$ cat config.mk
export PLATFORM = sky130hd
export DESIGN_NAME = set_assoc_cache_lru_lookup
export DESIGN_NICKNAME = d
export VERILOG_FILES = /design/src/hdl/salru_pkg.sv /design/src/hdl/salru_ram.sv /design/src/hdl/set_assoc_cache_lru_lookup.sv
export SDC_FILE = /design/constraint.sdc
export NUM_CORES = 1
export LEC_CHECK = 0
export BUFFER_PORTS_ARGS = -buffer_cell sky130_fd_sc_hd__buf_2
export CORE_UTILIZATION = 50
export DETAILED_ROUTE_END_ITERATION = 10
export PLACE_DENSITY = 0.67
export SYNTH_ARGS = -nofsm -noshare
export SYNTH_HDL_FRONTEND = slang
export SYNTH_HIERARCHICAL = 1
export SYNTH_SLANG_ARGS = --single-unit
$ cat constraint.sdc
create_clock -name clock -period 12.86 [get_ports clock]
set_input_delay 2.572 -clock clock [delete_from_list [all_inputs] [get_ports clock]]
set_output_delay 2.572 -clock clock [all_outputs]
set_load 0.02 [all_outputs]
$ cat src/hdl/salru_pkg.sv
// Shared constants for the set-associative LRU tag lookup block.
// No dependencies; used by set_assoc_cache_lru_lookup.sv.
`default_nettype none

package salru_pkg;

   // Address split
   localparam int ADDR_BITS   = 32;
   localparam int OFFSET_BITS = 2;

   // Default geometry
   localparam int NUM_SETS_DEF = 2;
   localparam int NUM_WAYS_DEF = 4;

   // Result fields
   localparam int WAY_USED_W = 2;
   localparam int COUNT_W    = 32;
   localparam int RSP_FIELD_W = 1 + WAY_USED_W + 2 * COUNT_W;
   localparam int RSP_DATA_W  = ((RSP_FIELD_W + 7) / 8) * 8;

endpackage

`default_nettype wire

$ cat src/hdl/salru_ram.sv
// Generic single-write, single-read RAM with registered read data.
// No dependencies.
`default_nettype none

module salru_ram #(
   parameter int WIDTH = 8,
   parameter int DEPTH = 2,
   localparam int AW = (DEPTH > 1) ? $clog2(DEPTH) : 1
) (
   input  wire logic             clock,
   input  wire logic             wr_en,
   input  wire logic [AW-1:0]    wr_addr,
   input  wire logic [WIDTH-1:0] wr_data,
   input  wire logic             rd_en,
   input  wire logic [AW-1:0]    rd_addr,
   output logic      [WIDTH-1:0] rd_data
);

   logic [WIDTH-1:0] mem [DEPTH];

   // write port
   always_ff @(posedge clock) begin
      if (wr_en) begin
         mem[wr_addr] <= wr_data;
      end
   end

   // read port, data held while not enabled
   always_ff @(posedge clock) begin
      if (rd_en) begin
         rd_data <= mem[rd_addr];
      end
   end

endmodule

`default_nettype wire

$ cat src/hdl/set_assoc_cache_lru_lookup.sv
// Set-associative cache tag lookup with true LRU replacement, counters and stream ports.
// Depends on salru_pkg and salru_ram.
//
// One byte address goes in per transfer and one result comes out per transfer, in order.
// The line offset is address bits [1:0], the set is the next log2(NUM_SETS) bits
// (NUM_SETS must be a power of two) and the tag is everything above. Each set is one
// row of a RAM holding the valid bits, tags and recency order of all its ways; the row
// is read as the address is taken and written back when the result is registered, with
// a bypass register for back-to-back accesses to the same set. Steady state is one
// address per cycle while the result side does not stall. The address and its set row
// are registered in the lookup stage, and the result is registered when that stage
// advances. After reset a clearing pass writes every set row while req_tready is low.
// Hit and access counts saturate at all ones.
`default_nettype none

module set_assoc_cache_lru_lookup #(
   parameter int NUM_SETS = salru_pkg::NUM_SETS_DEF,
   parameter int NUM_WAYS = salru_pkg::NUM_WAYS_DEF
) (
   input  wire logic                              clock,
   input  wire logic                              reset,
   // request stream
   input  wire logic                              req_tvalid,
   output logic                                   req_tready,
   input  wire logic [salru_pkg::ADDR_BITS-1:0]   req_tdata,   // [31:0] address
   // result stream
   output logic                                   rsp_tvalid,
   input  wire logic                              rsp_tready,
   output logic [salru_pkg::RSP_DATA_W-1:0]       rsp_tdata    // [0] hit, [2:1] way_used,
                                                               // [34:3] hit_count,
                                                               // [66:35] access_count, rest 0
);

   localparam int SET_LOG = (NUM_SETS > 1) ? $clog2(NUM_SETS) : 0;
   localparam int SI_W    = (NUM_SETS > 1) ? SET_LOG : 1;
   localparam int TAG_LO_BIT = salru_pkg::OFFSET_BITS + SET_LOG;
   localparam int TAG_W   = salru_pkg::ADDR_BITS - TAG_LO_BIT;
   localparam int WB      = $clog2(NUM_WAYS);
   localparam int TAG_LO  = NUM_WAYS;
   localparam int ORD_LO  = NUM_WAYS + NUM_WAYS * TAG_W;
   localparam int ROW_W   = NUM_WAYS * (1 + TAG_W + WB);
   localparam int CW      = salru_pkg::COUNT_W;

   // row after reset: nothing valid, order NUM_WAYS-1 .. 0
   function automatic logic [ROW_W-1:0] init_row();
      logic [ROW_W-1:0] r;
      r = '0;
      for (int p = 0; p < NUM_WAYS; p++) begin
         r[ORD_LO + p * WB +: WB] = WB'(NUM_WAYS - 1 - p);
      end
      return r;
   endfunction

   // handshake and pipeline control
   logic             accept;
   logic             s1_adv;
   logic             s1_valid_ff, s1_valid_in;
   logic [TAG_W-1:0] s1_tag_ff;
   logic [SI_W-1:0]  s1_set_ff;
   logic [SI_W-1:0]  req_set;
   logic [TAG_W-1:0] req_tag;

   // clearing pass
   logic             clr_active_ff, clr_active_in;
   logic [SI_W-1:0]  clr_idx_ff, clr_idx_in;

   // set row storage and bypass
   logic             ram_wr_en;
   logic [SI_W-1:0]  ram_wr_addr;
   logic [ROW_W-1:0] ram_wr_data;
   logic [ROW_W-1:0] ram_rd_data;
   logic [ROW_W-1:0] fwd_row_ff;
   logic             fwd_sel_ff, fwd_sel_in;

   // lookup
   logic [ROW_W-1:0] cur_row;
   logic [ROW_W-1:0] row_in;
   logic             cur_vld [NUM_WAYS];
   logic [TAG_W-1:0] cur_tag [NUM_WAYS];
   logic [WB-1:0]    cur_ord [NUM_WAYS];
   logic             new_vld [NUM_WAYS];
   logic [TAG_W-1:0] new_tag [NUM_WAYS];
   logic [WB-1:0]    new_ord [NUM_WAYS];
   logic             hit;
   logic [WB-1:0]    hit_way;
   logic [WB-1:0]    used;
   logic [WB-1:0]    pos;

   // results and counters
   logic             rsp_valid_ff, rsp_valid_in;
   logic             rsp_hit_ff;
   logic [salru_pkg::WAY_USED_W-1:0] rsp_way_ff;
   logic [CW-1:0]    hits_ff, hits_in;
   logic [CW-1:0]    accs_ff, accs_in;

   // address split
   assign req_set = (NUM_SETS > 1) ? req_tdata[salru_pkg::OFFSET_BITS +: SI_W] : '0;
   assign req_tag = req_tdata[salru_pkg::ADDR_BITS-1:TAG_LO_BIT];

   // handshakes
   assign s1_adv     = s1_valid_ff && (!rsp_valid_ff || rsp_tready);
   assign req_tready = !clr_active_ff && (!s1_valid_ff || s1_adv);
   assign accept     = req_tvalid && req_tready;

   // row storage: clearing pass, then write-back of each lookup
   assign ram_wr_en   = clr_active_ff || s1_adv;
   assign ram_wr_addr = clr_active_ff ? clr_idx_ff : s1_set_ff;
   assign ram_wr_data = clr_active_ff ? init_row() : row_in;

   salru_ram #(
      .WIDTH (ROW_W),
      .DEPTH (NUM_SETS)
   ) u_rows (
      .clock   (clock),
      .wr_en   (ram_wr_en),
      .wr_addr (ram_wr_addr),
      .wr_data (ram_wr_data),
      .rd_en   (accept),
      .rd_addr (req_set),
      .rd_data (ram_rd_data)
   );

   // lookup, replacement choice and recency update
   always_comb begin
      cur_row = fwd_sel_ff ? fwd_row_ff : ram_rd_data;
      for (int w = 0; w < NUM_WAYS; w++) begin
         cur_vld[w] = cur_row[w];
         cur_tag[w] = cur_row[TAG_LO + w * TAG_W +: TAG_W];
         cur_ord[w] = cur_row[ORD_LO + w * WB +: WB];
      end

      // lowest matching way wins
      hit     = 1'b0;
      hit_way = '0;
      for (int w = NUM_WAYS - 1; w >= 0; w--) begin
         if (cur_vld[w] && cur_tag[w] == s1_tag_ff) begin
            hit     = 1'b1;
            hit_way = WB'(w);
         end
      end
      used = hit ? hit_way : cur_ord[NUM_WAYS-1];

      // recency position of the used way
      pos = WB'(NUM_WAYS - 1);
      for (int k = NUM_WAYS - 1; k >= 0; k--) begin
         if (cur_ord[k] == used) begin
            pos = WB'(k);
         end
      end

      // move it to the front
      new_ord[0] = used;
      for (int k = 1; k < NUM_WAYS; k++) begin
         new_ord[k] = (WB'(k) <= pos) ? cur_ord[k-1] : cur_ord[k];
      end

      // fill on miss
      for (int w = 0; w < NUM_WAYS; w++) begin
         new_vld[w] = cur_vld[w];
         new_tag[w] = cur_tag[w];
         if (!hit && used == WB'(w)) begin
            new_vld[w] = 1'b1;
            new_tag[w] = s1_tag_ff;
         end
      end

      row_in = '0;
      for (int w = 0; w < NUM_WAYS; w++) begin
         row_in[w] = new_vld[w];
         row_in[TAG_LO + w * TAG_W +: TAG_W] = new_tag[w];
         row_in[ORD_LO + w * WB +: WB]       = new_ord[w];
      end
   end

   // next-state logic
   always_comb begin
      clr_active_in = clr_active_ff;
      clr_idx_in    = clr_idx_ff;
      if (clr_active_ff) begin
         if (clr_idx_ff == SI_W'(NUM_SETS - 1)) begin
            clr_active_in = 1'b0;
         end else begin
            clr_idx_in = clr_idx_ff + 1'b1;
         end
      end

      s1_valid_in = accept || (s1_valid_ff && !s1_adv);
      // bypass when the new address hits the set being written back
      fwd_sel_in  = accept ? (s1_adv && req_set == s1_set_ff) : fwd_sel_ff;

      rsp_valid_in = s1_adv || (rsp_valid_ff && !rsp_tready);

      hits_in = hits_ff;
      accs_in = accs_ff;
      if (s1_adv) begin
         if (accs_ff != {CW{1'b1}}) begin
            accs_in = accs_ff + 1'b1;
         end
         if (hit && hits_ff != {CW{1'b1}}) begin
            hits_in = hits_ff + 1'b1;
         end
      end
   end

   // control registers
   always_ff @(posedge clock) begin
      if (reset) begin
         clr_active_ff <= 1'b1;
         clr_idx_ff    <= '0;
         s1_valid_ff   <= 1'b0;
         fwd_sel_ff    <= 1'b0;
         rsp_valid_ff  <= 1'b0;
         hits_ff       <= '0;
         accs_ff       <= '0;
      end else begin
         clr_active_ff <= clr_active_in;
         clr_idx_ff    <= clr_idx_in;
         s1_valid_ff   <= s1_valid_in;
         fwd_sel_ff    <= fwd_sel_in;
         rsp_valid_ff  <= rsp_valid_in;
         hits_ff       <= hits_in;
         accs_ff       <= accs_in;
      end
   end

   // payload registers
   always_ff @(posedge clock) begin
      if (accept) begin
         s1_tag_ff  <= req_tag;
         s1_set_ff  <= req_set;
         fwd_row_ff <= row_in;
      end
      if (s1_adv) begin
         rsp_hit_ff <= hit;
         rsp_way_ff <= salru_pkg::WAY_USED_W'(used);
      end
   end

   // result transfer; counters only move when a new result is loaded
   assign rsp_tvalid = rsp_valid_ff;
   assign rsp_tdata  = {
      {(salru_pkg::RSP_DATA_W - salru_pkg::RSP_FIELD_W){1'b0}},
      accs_ff, hits_ff, rsp_way_ff, rsp_hit_ff
   };

   // checks
   a_hits_le_accs: assert property (@(posedge clock) disable iff (reset)
      hits_ff <= accs_ff)
      else $error("hit count exceeds access count");

   a_fwd_has_item: assert property (@(posedge clock) disable iff (reset)
      fwd_sel_ff && !s1_valid_ff |-> !rsp_valid_ff || $past(rsp_valid_ff))
      else $error("bypass row selected without a pending item");

   a_no_accept_in_clear: assert property (@(posedge clock) disable iff (reset)
      clr_active_ff |-> !accept && !s1_valid_ff)
      else $error("lookup active during clearing pass");

   a_acc_step: assert property (@(posedge clock) disable iff (reset)
      s1_adv && accs_ff != {CW{1'b1}} |=> accs_ff == $past(accs_ff) + 1'b1)
      else $error("access count did not advance with a result");

   a_hit_way_valid: assert property (@(posedge clock) disable iff (reset)
      s1_adv && hit |-> cur_vld[hit_way])
      else $error("hit reported on an invalid way");

endmodule

`default_nettype wire

==> qor.tcl <==
set qor(cts_tree) {built}
set qor(yosys.cell_count.top_type) {sky130_fd_sc_hd__edfxtp_1}
set qor(cts_hold_repair.buffers) 0
set qor(post-route-drc-count) 0
set qor(arrival_ns) 3.23
set qor(initial_core_util) 0.505
set qor(first_iteration_detailed_routing_drc_count) 872
set qor(path_max_fanout) 4
set qor(final-setup-viol-count) 0
set qor(finalWeightedCongestion) 0.889
set qor(synth_top_flop_cell) {sky130_fd_sc_hd__edfxtp_1}
set qor(synth_compound_area_frac) 0.0128
set qor(power.ir.vdd_worst_mv) 0.0843
set qor(tritoncts_buffer_count) 67
set qor(syn-cell-area_um2) 27100
set qor(all_layer_gr_usage) 0.216
set qor(preCtsSetupSlack_ns) 6.84
set qor(met3_usage) 0.0469
set qor(placement.cell_area_um2) 28000
set qor(post-synth-top-area-fraction) 0.603
set qor(cts_repair_resize_count) 0
set qor(final_antenna_net_count) 0
set qor(finalWorstSetupSlack_ns) 7.06
set qor(die_x_um) 235
set qor(dr_total_vias) 14549
set qor(worst-slew-pin-transition_ns) 1.26
set qor(post_cts.repair.setup_buffers) 0
set qor(area_growth_syn_to_layout_pct) 10.7
set qor(grt_pass1_wl_um) 89800
set qor(yosys_register_bits) 614
set qor(cts.sinks) 614
set qor(yosys_warnings) 6
set qor(setup_tns_ns) 0
set qor(fin_crit_sh) 0.451
set qor(routed_wl_um) 59500
set qor(clkTransAtPathRegs_ns) 0.06
set qor(core_area_um2) 53700
set qor(drive_above_1_share) 0.293
set qor(synthXorXnorAreaFrac) 0.0575
set qor(cts-root-buf) {sky130_fd_sc_hd__clkbuf_16}
set qor(netlist_top_cells_count) {sky130_fd_sc_hd__edfxtp_1 (545), sky130_fd_sc_hd__mux2_2 (271), sky130_fd_sc_hd__xor2_1 (166)}
set qor(cts_htree_levels) 3
set qor(via_per_inst) 5.65
set qor(final.hold.worst_slack_ns) 0.485
set qor(post-layout-total-power_mw) 4.51
set qor(antenna_found_initial) 0
set qor(max-cap-violations) 0
set qor(synth.distinct_cells) 50
set qor(worst_ep_required_time_ns) 10.29
set qor(pwr_density_cell_nw_per_um2) 150
set qor(maximum_clock_frequency_mhz) 172
set qor(largest_net_degree_at_the_start_of_global_routing) 88
set qor(switchingPower_uw) 996
set qor(synth_top_cell_by_area) {sky130_fd_sc_hd__edfxtp_1}
set qor(end_kind) {primary output}
set qor(grt_setup_unrepaired) {false}
set qor(hold_viol_final) 0
set qor(floorplan.die_area_um2) 55200
set qor(rows) 85
set qor(synthesized_area_fraction_occupied_by_adder_cells) 0.000922
set qor(layout_min_cycle_time_ns) 5.80
set qor(detail_route.wl_per_cell_um) 23.1
set qor(largest_family_of_logic_cells_by_synthesized_area) {multiplexers}
set qor(antenna_cells_inserted) 0
set qor(postLayoutCellArea_um2) 30000
set qor(netlist_instances) 1759
set qor(detailed_placement_hpwl_um) 36000
set qor(port_buffers) 102
set qor(die_h_um) 235
set qor(most_used_layer_global_route) {met2}
set qor(timing.critical_path.from_type) {input port}
set qor(timing_max_transition_violations_final) 0
set qor(max-clock-path-buffers) 3
set qor(cellLeakagePower_nw) 10.7
set qor(final_core_util) 0.559
set qor(hold_path_class) {flop to flop}
set qor(finish.net_count) 1874
set qor(sequentialPowerShare) 0.526
set qor(synth_edf_count) 545
set qor(pwr-share-clk) 0.399
set qor(ys_async_sr_fraction) 0
set qor(globalRouteMet2Util) 0.342
set qor(synth.yosys.seq_area_share) 0.654
set qor(clk_latency_ns) 0.61
set qor(critPathKind) {input port to primary output}
set qor(drt_first_pass_iters) 7
set qor(grt_util_met1) 0.297
set qor(timing.slew.headroom) 0.162
set qor(first_global_vias) 14777
set qor(synth_area_leaders) {sky130_fd_sc_hd__edfxtp_1 (60%), sky130_fd_sc_hd__mux2_2 (11%), sky130_fd_sc_hd__xor2_1 (5.4%)}
set qor(post_layout_nonfiller_instances) 2576
set qor(p_int_mw) 3.51
set qor(gr-total-overflow) 0
set qor(skew_ns) 0.0320
set qor(i_o_pins) 110
set qor(post_synth_mux_area_share) 0.161
set qor(power_frac_comb) 0.074
set qor(post-place-cells) 2463
set qor(outcome) {finished, final reports clean}
set qor(post_synth.cell_area_avg_um2) 15.4
set qor(synth_simple_gate_area_share) 0.0862
set qor(p_sw_frac) 0.221
==> flip-flops by register name (all words and copies together) (netlist names) <==
register,cells
accs_ff,32
clr_active_ff,1
clr_idx_ff,1
fwd_row_ff,128
fwd_sel_ff,1
hits_ff,32
rsp_hit_ff,1
rsp_tvalid,1
rsp_way_ff,2
s1_set_ff,1
s1_tag_ff,29
s1_valid_ff,1
u_rows/mem,256
u_rows/rd_data,128
==> worst max-delay path: stages <==
cell and delay [ns]:
sky130_fd_sc_hd__buf_2 0.10, sky130_fd_sc_hd__nor2b_1 0.20, sky130_fd_sc_hd__a21oi_1 0.14, sky130_fd_sc_hd__buf_2 0.22
==> worst paths after layout <==
kind	start	to	slack, ns	depth (start not counted)
max	rsp_tready	req_tready	7.06	4
min	clr_idx_ff$_SDFFE_PP0P_	clr_idx_ff$_SDFFE_PP0P_	0.48	2
max reg2reg	fwd_sel_ff$_SDFFE_PP0P_	u_rows/mem[1][50]$_DFFE_PP_	7.28	10
min reg2reg	clr_idx_ff$_SDFFE_PP0P_	clr_idx_ff$_SDFFE_PP0P_	0.48	2
==> cell type report <==
class | instances | area (um2)
Clock inverter | 13 | 72.6
Fill cell | 4245 | 23700
Timing Repair Buffer | 117 | 629
Clock buffer | 100 | 1970
Tap cell | 696 | 871
Sequential cell | 614 | 17800
Inverter | 10 | 46.3
Multi-Input combinational cell | 1026 | 8690
==> cells by family (layout without fill, tap and decap cells) <==
group	count (synthesis)	after routing
compound gates	52	52
xor+xnor	178	178
mux	372	372
flops	614	614
simple gates	417	417
other cells	1	5
fa+ha+maj	2	2
buf+inv	123	240
==> power groups by stage <==
stage	Combinational [mW]	Clock, mW	Sequential, mW
3_3_place_gp	0.329	0	2.41
5_1_grt	0.359	1.92	2.39
2_1_floorplan	0.244	0	2.42
6_report	0.335	1.80	2.37
3_5_place_dp	0.337	0	2.42
4_1_cts	0.339	1.84	2.38
==> metal layers <==
layer	vias up	wire, um
met5	-	0
met4	0	1810
met3	99	3080
met2	310	28100
met1	7441	26500
li1	6699	-
==> placed cells by master (no fill, tap or decap), types with 18 or more instances in the layout <==
cell type | Yosys | layout
sky130_fd_sc_hd__clkbuf_16 | 0 | 71
sky130_fd_sc_hd__nor4_1 | 59 | 59
sky130_fd_sc_hd__mux2i_1 | 18 | 18
sky130_fd_sc_hd__clkbuf_1 | 36 | 19
sky130_fd_sc_hd__buf_2 | 12 | 101
sky130_fd_sc_hd__mux2_4 | 56 | 56
sky130_fd_sc_hd__xor2_1 | 166 | 166
sky130_fd_sc_hd__nor2_1 | 74 | 74
sky130_fd_sc_hd__and2_1 | 128 | 127
sky130_fd_sc_hd__nand4_1 | 44 | 44
sky130_fd_sc_hd__nand2_1 | 34 | 34
sky130_fd_sc_hd__edfxtp_1 | 545 | 545
sky130_fd_sc_hd__a21oi_1 | 20 | 20
sky130_fd_sc_hd__dfxtp_1 | 69 | 68
sky130_fd_sc_hd__nand3_1 | 19 | 19
sky130_fd_sc_hd__mux2_1 | 27 | 27
sky130_fd_sc_hd__mux2_2 | 271 | 271
(Power assumes the default switching activity.)
